### src/hdl/assert_macros.svh
// assertion helpers shared by the rtl
`ifndef ASSERT_MACROS_SVH
`define ASSERT_MACROS_SVH

// same-cycle implication, checked outside reset
`define ASSERT_IMPLIES(label, clk, rst, lhs, rhs, msg) \
  label: assert property (@(posedge clk) disable iff (rst) (lhs) |-> (rhs)) \
    else $error(msg);

// next-cycle implication, checked outside reset
`define ASSERT_NEXT(label, clk, rst, lhs, rhs, msg) \
  label: assert property (@(posedge clk) disable iff (rst) (lhs) |=> (rhs)) \
    else $error(msg);

`endif

### src/hdl/sadc_pkg.sv
package sadc_pkg;

  // fixed field widths
  localparam int COMMAND_BITS    = 8;
  localparam int RESULT_BITS_DEF = 12;
  localparam int VALUE_W         = 12;
  localparam int WAIT_W          = 8;
  localparam int OP_W            = 2;

  localparam logic [WAIT_W-1:0] WAIT_RESET = 8'd6;

  // operation codes
  localparam logic [OP_W-1:0] OP_TICK   = 2'd0;
  localparam logic [OP_W-1:0] OP_SINGLE = 2'd1;
  localparam logic [OP_W-1:0] OP_PEAK   = 2'd2;

  // one input tick
  typedef struct packed {
    logic [OP_W-1:0]         operation;
    logic [COMMAND_BITS-1:0] command;
    logic                    dout;
  } sadc_in_t;

  // one output tick
  typedef struct packed {
    logic               sclk;
    logic               cs_n;
    logic               din;
    logic               busy_res;
    logic               result_valid;
    logic [VALUE_W-1:0] result_value;
    logic               result_is_peak;
  } sadc_out_t;

endpackage

### src/hdl/sadc_core.sv
module sadc_core #(
  parameter int RESULT_BITS = sadc_pkg::RESULT_BITS_DEF
) (
  input  logic                        clk,
  input  logic                        rst,
  input  logic                        accept,
  input  sadc_pkg::sadc_in_t          tick,
  input  logic                        cfg_write,
  input  logic [sadc_pkg::WAIT_W-1:0] cfg_data,
  output sadc_pkg::sadc_out_t         report
);
  import sadc_pkg::*;

  localparam int BC_SPAN   = (RESULT_BITS > COMMAND_BITS) ? RESULT_BITS : COMMAND_BITS;
  localparam int BC_W      = $clog2(BC_SPAN);
  localparam int CMD_IDX_W = $clog2(COMMAND_BITS);
  localparam int EXT_W     = (RESULT_BITS > VALUE_W) ? RESULT_BITS : VALUE_W;

  typedef enum logic [6:0] {
    PH_IDLE     = 7'b0000001,
    PH_SELECT   = 7'b0000010,
    PH_CMD      = 7'b0000100,
    PH_WAIT     = 7'b0001000,
    PH_CLEAR    = 7'b0010000,
    PH_READ     = 7'b0100000,
    PH_DESELECT = 7'b1000000
  } phase_t;

  phase_t                  phase, phase_next, phase_cur;
  logic [WAIT_W-1:0]       wait_ticks;
  logic [BC_W-1:0]         bit_count, bit_count_next;
  logic [COMMAND_BITS-1:0] command_shift, command_shift_next;
  logic [RESULT_BITS-1:0]  receive_shift, receive_shift_next;
  logic [WAIT_W-1:0]       wait_count, wait_count_next, wait_dec;
  logic                    peak_mode, peak_mode_next;
  logic                    rising_stage, rising_stage_next;
  logic                    have_previous, have_previous_next;
  logic [RESULT_BITS-1:0]  previous_value, previous_value_next;
  logic                    clock_high, clock_high_next;
  logic                    start;
  logic [RESULT_BITS-1:0]  value_sel;
  logic [EXT_W-1:0]        value_ext;

  // configuration register
  always_ff @(posedge clk) begin
    if (rst) begin
      wait_ticks <= WAIT_RESET;
    end else if (cfg_write) begin
      wait_ticks <= cfg_data;
    end
  end

  assign start = (phase == PH_IDLE) &&
                 ((tick.operation == OP_SINGLE) || (tick.operation == OP_PEAK));
  assign wait_dec = wait_count - WAIT_W'(1);

  // one tick of the serial sequencer
  always_comb begin
    phase_next          = phase;
    bit_count_next      = bit_count;
    command_shift_next  = command_shift;
    receive_shift_next  = receive_shift;
    wait_count_next     = wait_count;
    peak_mode_next      = peak_mode;
    rising_stage_next   = rising_stage;
    have_previous_next  = have_previous;
    previous_value_next = previous_value;
    clock_high_next     = clock_high;
    value_sel           = '0;
    report              = '0;
    report.busy_res     = 1'b1;

    // start of a transaction only from idle
    if (start) begin
      command_shift_next  = tick.command;
      peak_mode_next      = (tick.operation == OP_PEAK);
      rising_stage_next   = 1'b0;
      have_previous_next  = 1'b0;
      previous_value_next = '0;
      phase_cur           = PH_SELECT;
    end else begin
      phase_cur = phase;
    end

    unique case (phase_cur)
      PH_SELECT: begin
        receive_shift_next = '0;
        bit_count_next     = BC_W'(COMMAND_BITS - 1);
        clock_high_next    = 1'b0;
        phase_next         = PH_CMD;
      end
      PH_CMD: begin
        report.din  = command_shift[bit_count[CMD_IDX_W-1:0]];
        report.sclk = clock_high;
        if (clock_high) begin
          clock_high_next = 1'b0;
          if (bit_count == '0) begin
            wait_count_next = wait_ticks;
            phase_next      = (wait_ticks == '0) ? PH_CLEAR : PH_WAIT;
          end else begin
            bit_count_next = bit_count - BC_W'(1);
          end
        end else begin
          clock_high_next = 1'b1;
        end
      end
      PH_WAIT: begin
        report.sclk     = 1'b1;
        wait_count_next = wait_dec;
        if (wait_dec == '0) begin
          phase_next = PH_CLEAR;
        end
      end
      PH_CLEAR: begin
        bit_count_next  = BC_W'(RESULT_BITS - 1);
        clock_high_next = 1'b1;
        phase_next      = PH_READ;
      end
      PH_READ: begin
        report.sclk = clock_high;
        if (clock_high) begin
          clock_high_next = 1'b0;
        end else begin
          clock_high_next    = 1'b1;
          receive_shift_next = {receive_shift[RESULT_BITS-2:0], tick.dout};
          if (bit_count == '0) begin
            phase_next = PH_DESELECT;
          end else begin
            bit_count_next = bit_count - BC_W'(1);
          end
        end
      end
      PH_DESELECT: begin
        report.cs_n = 1'b1;
        if (!peak_mode) begin
          report.result_valid = 1'b1;
          value_sel           = receive_shift;
          phase_next          = PH_IDLE;
        end else if (!have_previous) begin
          previous_value_next = receive_shift;
          have_previous_next  = 1'b1;
          phase_next          = PH_SELECT;
        end else if (!rising_stage) begin
          // falling stretch: wait for the first rise
          if (receive_shift > previous_value) begin
            rising_stage_next = 1'b1;
          end
          previous_value_next = receive_shift;
          phase_next          = PH_SELECT;
        end else if (receive_shift >= previous_value) begin
          previous_value_next = receive_shift;
          phase_next          = PH_SELECT;
        end else begin
          // first drop after the rise: report the peak
          report.result_valid   = 1'b1;
          report.result_is_peak = 1'b1;
          value_sel             = previous_value;
          phase_next            = PH_IDLE;
        end
      end
      default: begin
        phase_next      = PH_IDLE;
        report.cs_n     = 1'b1;
        report.busy_res = 1'b0;
      end
    endcase

    value_ext           = EXT_W'(value_sel);
    report.result_value = value_ext[VALUE_W-1:0];
  end

  // state update on each accepted transaction
  always_ff @(posedge clk) begin
    if (rst) begin
      phase          <= PH_IDLE;
      bit_count      <= '0;
      command_shift  <= '0;
      receive_shift  <= '0;
      wait_count     <= '0;
      peak_mode      <= 1'b0;
      rising_stage   <= 1'b0;
      have_previous  <= 1'b0;
      previous_value <= '0;
      clock_high     <= 1'b0;
    end else if (accept) begin
      phase          <= phase_next;
      bit_count      <= bit_count_next;
      command_shift  <= command_shift_next;
      receive_shift  <= receive_shift_next;
      wait_count     <= wait_count_next;
      peak_mode      <= peak_mode_next;
      rising_stage   <= rising_stage_next;
      have_previous  <= have_previous_next;
      previous_value <= previous_value_next;
      clock_high     <= clock_high_next;
    end
  end

endmodule

### src/hdl/sadc_obuf.sv
module sadc_obuf (
  input  logic                clk,
  input  logic                rst,
  input  logic                load,
  input  sadc_pkg::sadc_out_t data_in,
  output logic                full,
  input  logic                take_stall,
  output sadc_pkg::sadc_out_t data_out
);
  import sadc_pkg::*;

  sadc_out_t data;
  logic      full_next;

  // holds while stalled, refills in the cycle it drains
  always_comb begin
    if (load) begin
      full_next = 1'b1;
    end else if (full && take_stall) begin
      full_next = 1'b1;
    end else begin
      full_next = 1'b0;
    end
  end

  always_ff @(posedge clk) begin
    if (rst) begin
      full <= 1'b0;
    end else begin
      full <= full_next;
    end
  end

  always_ff @(posedge clk) begin
    if (load) begin
      data <= data_in;
    end
  end

  assign data_out = data;

endmodule

### src/hdl/serial_adc_read_with_peak_search.sv
// channel  | valid        | stall        | payload
// ---------+--------------+--------------+----------------------
// tick     | tick_valid   | tick_stall   | tick   (sadc_in_t)
// report   | report_valid | report_stall | report (sadc_out_t)
// config   | cfg_write    | -            | cfg_data (wait_ticks)
//
// one tick transaction per clock while tick_stall is low; its report is ready in the cycle after acceptance
// the sequencer state and the output register are the only stages in the path
// reset (rst, synchronous) puts the sequencer idle with wait_ticks = 6
// tick_stall is high only while a report is held and report_stall is high
`include "assert_macros.svh"

module serial_adc_read_with_peak_search #(
  parameter int RESULT_BITS = sadc_pkg::RESULT_BITS_DEF
) (
  input  logic                        clk,
  input  logic                        rst,
  input  logic                        tick_valid,
  output logic                        tick_stall,
  input  sadc_pkg::sadc_in_t          tick,
  output logic                        report_valid,
  input  logic                        report_stall,
  output sadc_pkg::sadc_out_t         report,
  input  logic                        cfg_write,
  input  logic [sadc_pkg::WAIT_W-1:0] cfg_data
);
  import sadc_pkg::*;

  logic      accept;
  sadc_out_t step_out;

  assign tick_stall = report_valid && report_stall;
  assign accept     = tick_valid && !tick_stall;

  // sequencer state and per-tick logic
  sadc_core #(
    .RESULT_BITS(RESULT_BITS)
  ) u_core (
    .clk      (clk),
    .rst      (rst),
    .accept   (accept),
    .tick     (tick),
    .cfg_write(cfg_write),
    .cfg_data (cfg_data),
    .report   (step_out)
  );

  // output register
  sadc_obuf u_obuf (
    .clk       (clk),
    .rst       (rst),
    .load      (accept),
    .data_in   (step_out),
    .full      (report_valid),
    .take_stall(report_stall),
    .data_out  (report)
  );

  // checks
  `ASSERT_IMPLIES(a_report_deselect, clk, rst, report_valid && report.result_valid, report.busy_res && report.cs_n && !report.sclk, "report not on a deselect tick")
  `ASSERT_IMPLIES(a_din_selected, clk, rst, report_valid && report.din, !report.cs_n && report.busy_res, "din driven while deselected")
  `ASSERT_IMPLIES(a_peak_flag, clk, rst, report_valid && report.result_is_peak, report.result_valid, "peak flag without result")
  `ASSERT_IMPLIES(a_stall_full, clk, rst, tick_stall, report_valid, "input stalled with empty output register")
  `ASSERT_NEXT(a_accept_fills, clk, rst, accept, report_valid, "accepted transaction left no report")

endmodule
### config.mk
export PLATFORM = sky130hd
export DESIGN_NAME = serial_adc_read_with_peak_search
export DESIGN_NICKNAME = d
export VERILOG_FILES = /design/src/hdl/sadc_pkg.sv /design/src/hdl/sadc_core.sv /design/src/hdl/sadc_obuf.sv /design/src/hdl/serial_adc_read_with_peak_search.sv
export VERILOG_INCLUDE_DIRS = /design/src /design/src/hdl
export SDC_FILE = /design/constraint.sdc
export NUM_CORES = 1
export LEC_CHECK = 0
export BUFFER_PORTS_ARGS = -buffer_cell sky130_fd_sc_hd__buf_4
export CORE_MARGIN = 2
export CORE_UTILIZATION = 49
export CTS_CLUSTER_SIZE = 16
export DETAILED_ROUTE_END_ITERATION = 8
export PLACE_DENSITY = 0.66
export SYNTH_ARGS = -nofsm -noshare
export SYNTH_HDL_FRONTEND = slang
export SYNTH_HIERARCHICAL = 1
export SYNTH_SLANG_ARGS = --single-unit
### constraint.sdc
create_clock -name clk -period 5.6 [get_ports clk]
set_input_delay 1.12 -clock clk [delete_from_list [all_inputs] [get_ports clk]]
set_output_delay 1.12 -clock clk [all_outputs]
set_load 0.03 [all_outputs]
# Yosys cells after proc, flatten, opt, wreduce, memory -nomap -nowiden
# Index checks and enable logic that the tools add are counted.
[op_classes]
add_sub_neg = 2
n_lt_le_gt_ge = 3
eq_ne = 14
n_mux = 54
n_reduce_logical = 22
[ops]
columns = ["cell", "count"]
rows = [
  ["12-bit 2-to-1 mux", 11],
  ["7-bit 2-to-1 mux", 8],
  ["7-bit case mux with 6 select lines", 1],
  ["12-bit case mux with 2 select lines", 1],
  ["1-bit 2-to-1 mux", 20],
  ["8-bit zero test", 2],
  ["8-bit 2-to-1 mux", 2],
  ["4-bit case mux with 4 select lines", 1],
  ["8-bit case mux with 2 select lines", 1],
  ["12-bit >= comparator", 1],
  ["12-bit greater-than comparator", 1],
  ["4-bit 2-to-1 mux", 3],
  ["2-bit by 1-bit inequality test with 1-bit output (second input constant)", 4],
  ["4-bit AND reduction", 2],
  ["8-bit by 1-bit subtractor with 8-bit output (second input constant)", 1],
  ["7-bit by 1-bit equality test with 1-bit output (second input constant)", 1],
  ["7-bit by 2-bit equality test with 1-bit output (second input constant)", 1],
  ["7-bit by 3-bit equality test with 1-bit output (second input constant)", 1],
  ["7-bit by 4-bit equality test with 1-bit output (second input constant)", 1],
  ["7-bit by 5-bit equality test with 1-bit output (second input constant)", 1],
  ["7-bit by 6-bit equality test with 1-bit output (second input constant)", 1],
  ["7-bit equality test (second input constant)", 1],
  ["2-bit AND reduction", 3],
  ["6-bit AND reduction", 1],
  ["other kinds (21)", 25],
]
[word_totals]
register_bits = 82
output_inout_bits = 20
wordCells = 114

# Depth between registers and ports, before layout
# Gate-level depths: netlist of the first run.
[depth]
depth_word = 9
ltp_mapped = 9
depth_no_buf = 8

# By module
# Netlist of the first run, hierarchy kept.
[by_module_without_submodules]
columns = ["mod", "n_inst", "cells_each", "area_each_um2", "seq_area_each_um2"]
rows = [
  ["sadc_core", 1, 419, 3608.5, 1261.2],
  ["sadc_obuf", 1, 21, 569.3, 560.5],
  ["serial_adc_read_with_peak_search", 1, 2, 13.8, 0.0],
]

# Worst setup path before layout of the first run
# OpenSTA, ideal clock, no wires.
[synth_timing]
path_type = "input -> register"
start = "input port tick_valid"
end = "register u_core.wait_count[6]"
setup_time_ps = 128
arrival_ps = 3402
required_ps = 5472
path_slack_ps = 2070
stages = 9
n_path_buf = 2
path_cell_list = "a21boi_1 -> clkbuf_1 -> inv_1 -> a41o_1 -> a21o_1 -> buf_2 -> o21ai_0 -> o21a_1 -> nor2_1"
[synth_between]
elab_chain_len = 2
[synth_rtl]
columns = ["item", "line_no", "text"]
rows = [
  ["from (decl)", "serial_adc_read_with_peak_search.sv:18", "input logic tick_valid,"],
  ["1-bit logical AND", "serial_adc_read_with_peak_search.sv:33", "assign accept = tick_valid && !tick_stall;"],
  ["4-bit AND reduction (no source line)", "n/a", ""],
  ["to (signal assigned)", "sadc_core.sv:190", "wait_count <= wait_count_next;"],
  ["to (decl)", "sadc_core.sv:34", "logic [WAIT_W-1:0] wait_count, wait_count_next, wait_dec;"],
]
# Every way passes these cells.
# A chain may end at the register's enable or synchronous reset.

# Final worst setup path of the first run
[layout_timing]
start = "input port report_stall"
end = "register u_core.rising_stage"
[layout_between]
elab_chain_len = 3
[layout_rtl]
columns = ["item", "line_no", "text"]
rows = [
  ["from (decl)", "serial_adc_read_with_peak_search.sv:22", "input logic report_stall,"],
  ["1-bit logical AND", "serial_adc_read_with_peak_search.sv:32", "assign tick_stall = report_valid && report_stall;"],
  ["1-bit zero test", "serial_adc_read_with_peak_search.sv:33", ""],
  ["1-bit logical AND", "serial_adc_read_with_peak_search.sv:33", ""],
  ["named net accept", "serial_adc_read_with_peak_search.sv:29", "logic accept;"],
  ["to (signal assigned)", "sadc_core.sv:192", "rising_stage <= rising_stage_next;"],
  ["to (decl)", "sadc_core.sv:36", "logic rising_stage, rising_stage_next;"],
]
# The timed path passes the listed nets, and every way through them passes these cells.

==> summary.md, run 1 <==
| Metric | Value |
|---|---|
| Skew final | `about 10 ps` |
| Diodes inserted | `0` |
| Hold-fix buffers, CTS | `0` |
| Cell taking the most area after synthesis | `dfxtp_1` |
| Vias in the first global route | `between 3000 and 4000` |
| Syn Area/Cell | `~9.5 um^2` |
| Initial Util | `roughly half` |
| Post-layout util | `between 50 and 60%` |
| Worst slew pin tran | `971 ps` |
| Via count | `between 3000 and 4000` |
| Die width | `between 90 and 100 um` |
| TNS Setup | `0 ps` |
| CP Buf/Inv Count | `1` |
| Setup violators final | `0` |
| First-pass DRT Iterations | `4` |
| Setup crit end kind | `register` |
| Number of synthesized flops with an enable pin | `18` |
| Kind of critical path | `in2reg` |
| Final Hold Fails | `0` |
| Hold WC Path Type | `reg2reg` |
| Remaining Overflow, GRT | `0` |
| CTS H-Tree Depth | `3` |
| Asr flop ratio synth | `0%` |
| Initial DRC count | `115` |
| Post-route clock period utilization | `a little over half` |
| Status | `completed` |
| Cells after synthesis | `roughly 440` |
| Synthesized area | `4190 um^2` |
| Num ports | `44` |
| Crit-path slowest cell | `nand4_2` |
| Syn_nets | `around 480` |
| Final WL | `just over 9000 um` |
| Worst VDD drop | `approximately 0.12 mV` |
| CTS tree | `built` |
| YS warnings | `6` |
| Fin nets | `a little over 500` |
| CTS Sinks | `82` |
| GP Congestion | `0.887` |
| Fillers | `~770` |
| Die height | `96.5 um` |
| Setup Fix Bufs, Post-CTS | `0` |
| CP Launch Type | `input port` |
| Most common cell after layout, fill and taps aside | `dfxtp_1` |
| FP Rows | `33` |
| Clock slew at reported path FFs | `about 80 ps` |
| Maximum fanout along the worst path | `23` |
| Fmax | `around 330 MHz` |
| Root buffer cell | `clkbuf_8` |
| Crit-path cells | `buf_4 -> a21boi_2 -> nand4_2 -> a32oi_1 -> nor2_1` |
| Core area | `8260 um^2` |
| Largest net degree at the start of global routing | `between 70 and 80` |
| Via/cell ratio | `just under 6` |
| Lkg Pwr | `0.00187 uW` |
| Share of layout cells above drive strength 1 | `about 17%` |
| # DRC | `0` |
| Cell Pwr Density | `~260 nW/um^2` |
| DIE AREA | `between 9000 and 10000 um^2` |
| Dominant synthesized flop cell | `dfxtp_1` |
| Clock latency on the worst-skew pair | `370 ps` |
| Largest stage delay on the critical path | `approximately 860 ps` |
| Area growth from synthesis to layout | `13.0%` |
| GRT Total Usage | `a little over a fifth` |
| FF+latch count, synth | `approximately 80` |
| MaxCap Viol Count | `0` |
| Synth top area cells | `dfxtp_1 (31%), edfxtp_1 (13%), mux2i_1 (5.0%), ha_1 (4.8%), a21oi_1 (4.3%)` |
| Initial antenna violation count | `0` |
| Yosys top cell area share | `30.6%` |
| CP Data Arrival Time | `about 3300 ps` |
| CTS max path bufs | `2` |
| CTS resizes | `0` |
| Most frequent cells in the layout | `dfxtp_1 (64), buf_4 (44), nor2_1 (39)` |
| Wire length of the first global-routing pass | `15200 um` |
| Critical path required time | `~5800 ps` |
| Sequential share of the synthesized area | `43.5%` |
| Fin. max-slew vios | `0` |
| Post-synth cell types | `between 60 and 70` |
| WL/cell | `approximately 16 um` |
| Buffers on Ports | `43` |
| Critical path's top delay family | `compound AO/OA/AOI/OAI gates` |
| Final Critical Period | `just over 3000 ps` |
| Relative slew slack | `a little over a third` |
| DP HPWL | `between 6000 and 7000 um` |
| Overall power | `1240 uW` |
| Post-DRT Antenna Nets | `0` |
| RSZ-0062 raised after global routing | `false` |
| Total CTS buffers | `9` |
[cell families (layout without fill, tap and decap cells)]
group                      Yosys count  after routing  synth area share, %
AOI/OAI and AO/OA                  110            110                 18.3
xor gates and xnor gates             3              3                0.627
adders and majority gates           16             16                 4.78
buffers and inverters               46             81                 4.96
DFF                                 82             82                 43.5
muxes                               23             23                 6.09
and+or+nand+nor                    162            162                 21.8
[report_power, final]
group          leakage (uW)  internal [uW]  switching (uW)
clock              0.000105            248             216
sequential         0.000702            622            14.8
combinational       0.00107           56.9            78.8
total               0.00187            927             310
[per-layer routing]
layer	up-vias	global-route usage [%]	share of wire, %
li1	1675	-	-
met1	1629	25.5	46
met2	55	36.8	50
met3	14	4.19	3.2
met4	0	9.86	1.6
met5	-	0	0
[cell type report]
type	count	area (um^2)	share of cell area, %
clock buffers	10	128	2.69
clock inverters	6	81.3	1.72
inverters	21	78.8	1.66
multi-input cells	314	2170	45.7
flip-flops and latches	82	1820	38.5
well taps	105	131	2.77
repair buffers	44	330	6.97
[cells in the mapped netlist, drive strengths merged (4+ instances only)]
master / number
dfxtp: 64
nor2: 39
a21oi: 36
nand2: 32
o21ai: 28
inv: 21
mux2i: 21
nand3: 19
edfxtp: 18
clkbuf: 17
ha: 16
nand3b: 16
a22o: 12
nand4b: 12
nor3: 9
buf: 8
nor2b: 6
a211oi: 5
nand4: 5
a21o: 4
nor3b: 4
nor4: 4
or3b: 4
[path summary, 6_finish.rpt]
check                                                from                  endpoint  slack (ps)  depth (start not counted)
worst max-delay path                         report_stall       u_core/rising_stage        2550                          5
worst max register to register  u_core/previous_value[11]  u_core/previous_value[0]        2890                          8
worst min-delay path                 u_core/wait_ticks[0]      u_core/wait_count[0]         500                          2
worst min register to register       u_core/wait_ticks[0]      u_core/wait_count[0]         500                          2
[sequential cells by signal (all words and copies together) (netlist names), 4 cells and up]
register               cells
u_core/receive_shift      12
u_core/wait_ticks          8
u_core/phase               7
u_core/command_shift       8
u_core/bit_count           4
u_core/previous_value     12
u_obuf/data_out           18
u_core/wait_count          8
[tightest hold or removal path: cells and delay by family (launching register included)]
kind | cells | cell delay (ps)
simple gates | 1 | 70
compound gates | 1 | 60
flops | 1 | 330
[stage by stage]
stage | setup slack (ps) | hold slack (ps) | instance area, um^2 | std cells
detailed placement | 2100 | 484 | 4530 | 566
finish | 2550 | 497 | 4740 | 582
global route | 2320 | 531 | 4740 | 582
CTS | 2480 | 500 | 4740 | 582
global placement | 2200 | 472 | 4530 | 566
floorplan | 2070 | 458 | 4190 | 442
(Power assumes the default switching activity.)
==> run 2: changes to the inputs <==
--- a/config.mk
+++ b/config.mk
@@ -11,7 +11,7 @@
 export CORE_UTILIZATION = 49
 export CTS_CLUSTER_SIZE = 16
 export DETAILED_ROUTE_END_ITERATION = 8
-export PLACE_DENSITY = 0.66
+export PLACE_DENSITY = 0.69
 export SYNTH_ARGS = -nofsm -noshare
 export SYNTH_HDL_FRONTEND = slang
 export SYNTH_HIERARCHICAL = 1
==> constraint.sdc (replaced) <==
create_clock -name clk -period 2.7 [get_ports clk]
set_input_delay 0.54 -clock clk [delete_from_list [all_inputs] [get_ports clk]]
set_output_delay 0.54 -clock clk [all_outputs]
set_load 0.03 [all_outputs]
==> summary.md, run 2 (same netlist as run 1, synthesis figures left out) <==
| Metric | Value |
|---|---|
| Largest stage delay on the critical path | `740 ps (-120 ps)` |
| Kind of critical path | `reg2reg` |
| TNS Setup | `0 ps (unchanged)` |
| Crit-path slowest cell | `nor3_2` |
| Vias in the first global route | `3089 (-5.3%)` |
| Worst slew pin tran | `956 ps (-14.6 ps)` |
| Post-DRT Antenna Nets | `0 (unchanged)` |
| Skew final | `8.61 ps (-1.75 ps)` |
| Clock latency on the worst-skew pair | `360 ps (about the same)` |
| FP Rows | `33 (unchanged)` |
| Initial Util | `50.8% (unchanged)` |
| Core area | `8260 um^2 (unchanged)` |
| Most common cell after layout, fill and taps aside | `dfxtp_1` |
| CP Buf/Inv Count | `1 (unchanged)` |
| Relative slew slack | `35.8% (+0.78 points)` |
| Share of layout cells above drive strength 1 | `18.2% (+1.0 points)` |
| Wire length of the first global-routing pass | `15000 um (-1.7%)` |
| Critical path required time | `2920 ps (-2910 ps)` |
| DIE AREA | `9310 um^2 (unchanged)` |
| Via/cell ratio | `5.79 (-0.17%)` |
| Crit-path cells | `inv_1 -> ha_1 -> a21o_1 -> a21o_1 -> a21oi_1 -> nand3_1 -> nor3_2 -> a22o_1` |
| CTS Sinks | `82 (unchanged)` |
| Most frequent CP cell | `a21o_1` |
| WL/cell | `15.4 um (-3.6%)` |
| Via count | `3402 (+0.86%)` |
| Initial DRC count | `149 (+30%)` |
| Total CTS buffers | `9 (unchanged)` |
| Die width | `96.5 um (unchanged)` |
| Fin nets | `518 (+1.2%)` |
| Final hold slack | `383 ps (-114 ps)` |
| Worst VDD drop | `0.235 mV (+89%)` |
| MaxCap Viol Count | `0 (unchanged)` |
| Overall power | `2480 uW (+100%)` |
| Diodes inserted | `0 (unchanged)` |
| Largest net degree at the start of global routing | `78 (unchanged)` |
| Cell Pwr Density | `521 nW/um^2 (+100%)` |
| CP Data Arrival Time | `2660 ps (-620 ps)` |
| Status | `completed` |
| Initial antenna violation count | `0 (unchanged)` |
| Die height | `96.5 um (unchanged)` |
| Final Hold Fails | `0 (unchanged)` |
| Hold-fix buffers, CTS | `0 (unchanged)` |
| Area growth from synthesis to layout | `13.6%` |
| Lkg Pwr | `0.00189 uW (+1.1%)` |
| Buffers on Ports | `43 (unchanged)` |
| DP HPWL | `6070 um (-1.7%)` |
| Hold WC Path Type | `in2reg` |
| RSZ-0062 raised after global routing | `false` |
| Setup Fix Bufs, Post-CTS | `0 (unchanged)` |
| Final Critical Period | `about 2400 ps` |
| CP Launch Type | `register` |
| Largest register FFs | `18 (unchanged)` |
| Final WL | `9060 um (-2.6%)` |
| Fin. max-slew vios | `0 (unchanged)` |
| Setup crit end kind | `register` |
| First-pass DRT Iterations | `5 (+1)` |
| Maximum fanout along the worst path | `13 (-43%)` |
| Num ports | `44 (unchanged)` |
| Fmax | `a little over 400 MHz` |
| Critical path's top delay family | `simple AND/OR/NAND/NOR gates` |
| Post-route clock period utilization | `between 90% and 100%` |
| CTS tree | `built` |
| Clock slew at reported path FFs | `80 ps (about the same)` |
| CTS H-Tree Depth | `3 (unchanged)` |
| Setup violators final | `0 (unchanged)` |
| CTS resizes | `0 (unchanged)` |
| Root buffer cell | `clkbuf_8` |
| Most frequent cells in the layout | `dfxtp_1 (64), buf_4 (50), nor2_1 (39)` |
| CTS max path bufs | `2 (unchanged)` |
| GRT Total Usage | `20.7% (-0.57 points)` |
| Remaining Overflow, GRT | `0 (unchanged)` |
| # DRC | `0 (unchanged)` |
| GP Congestion | `0.836 (-5.8%)` |
==> run 2: path summary, 6_finish.rpt <==
| check | depth (start not counted) | endpoint | slack (ps) | startpoint |
|---|---|---|---|---|
| setup / recovery | 8 | u_obuf/data_out[6] | 260 | u_core/previous_value[9] |
| hold / removal | 2 | u_core/wait_ticks[1] | 380 | cfg_data[1] |
| setup reg to reg | 8 | u_obuf/data_out[6] | 260 | u_core/previous_value[9] |
| hold reg to reg | 2 | u_core/command_shift[2] | 490 | u_core/command_shift[2] |
==> run 2: stage by stage <==
| step | cells | cell area [um^2] | utilization, % | worst slack (ps) |
|---|---|---|---|---|
| final | 588 | 4760 | 57.7 | 261 |
| after global routing | 588 | 4760 | 57.7 | 33.8 |
| after CTS | 588 | 4760 | 57.7 | 246 |
| after detailed placement | 572 | 4570 | 55.4 | 210 |
| after global placement | 572 | 4570 | 55.4 | 193 |
| after floorplan | 442 | 4200 | - | 143 |
==> run 2: power breakdown <==
group	internal (uW)	total (uW)	switching [uW]
clock network	451	877	425
registers	1290	1320	29.6
logic	121	285	165
==> run 2: layout make-up <==
type,count,area [um^2]
clock buffer,13,149
clock inverter,3,40.0
fill,748,3500
inverter,21,78.8
multi-input combinational,314,2170
sequential,82,1820
tap,105,131
timing repair buffer,50,375
==> run 2: layer usage <==
layer  GRT usage [%]  share of wire, %  vias up
met3            3.26               3.9       11
met1            27.4                45     1621
met2            34.1                50       80
met4            8.10               1.6        0
li1                -                 -     1690
met5               0                 0        -
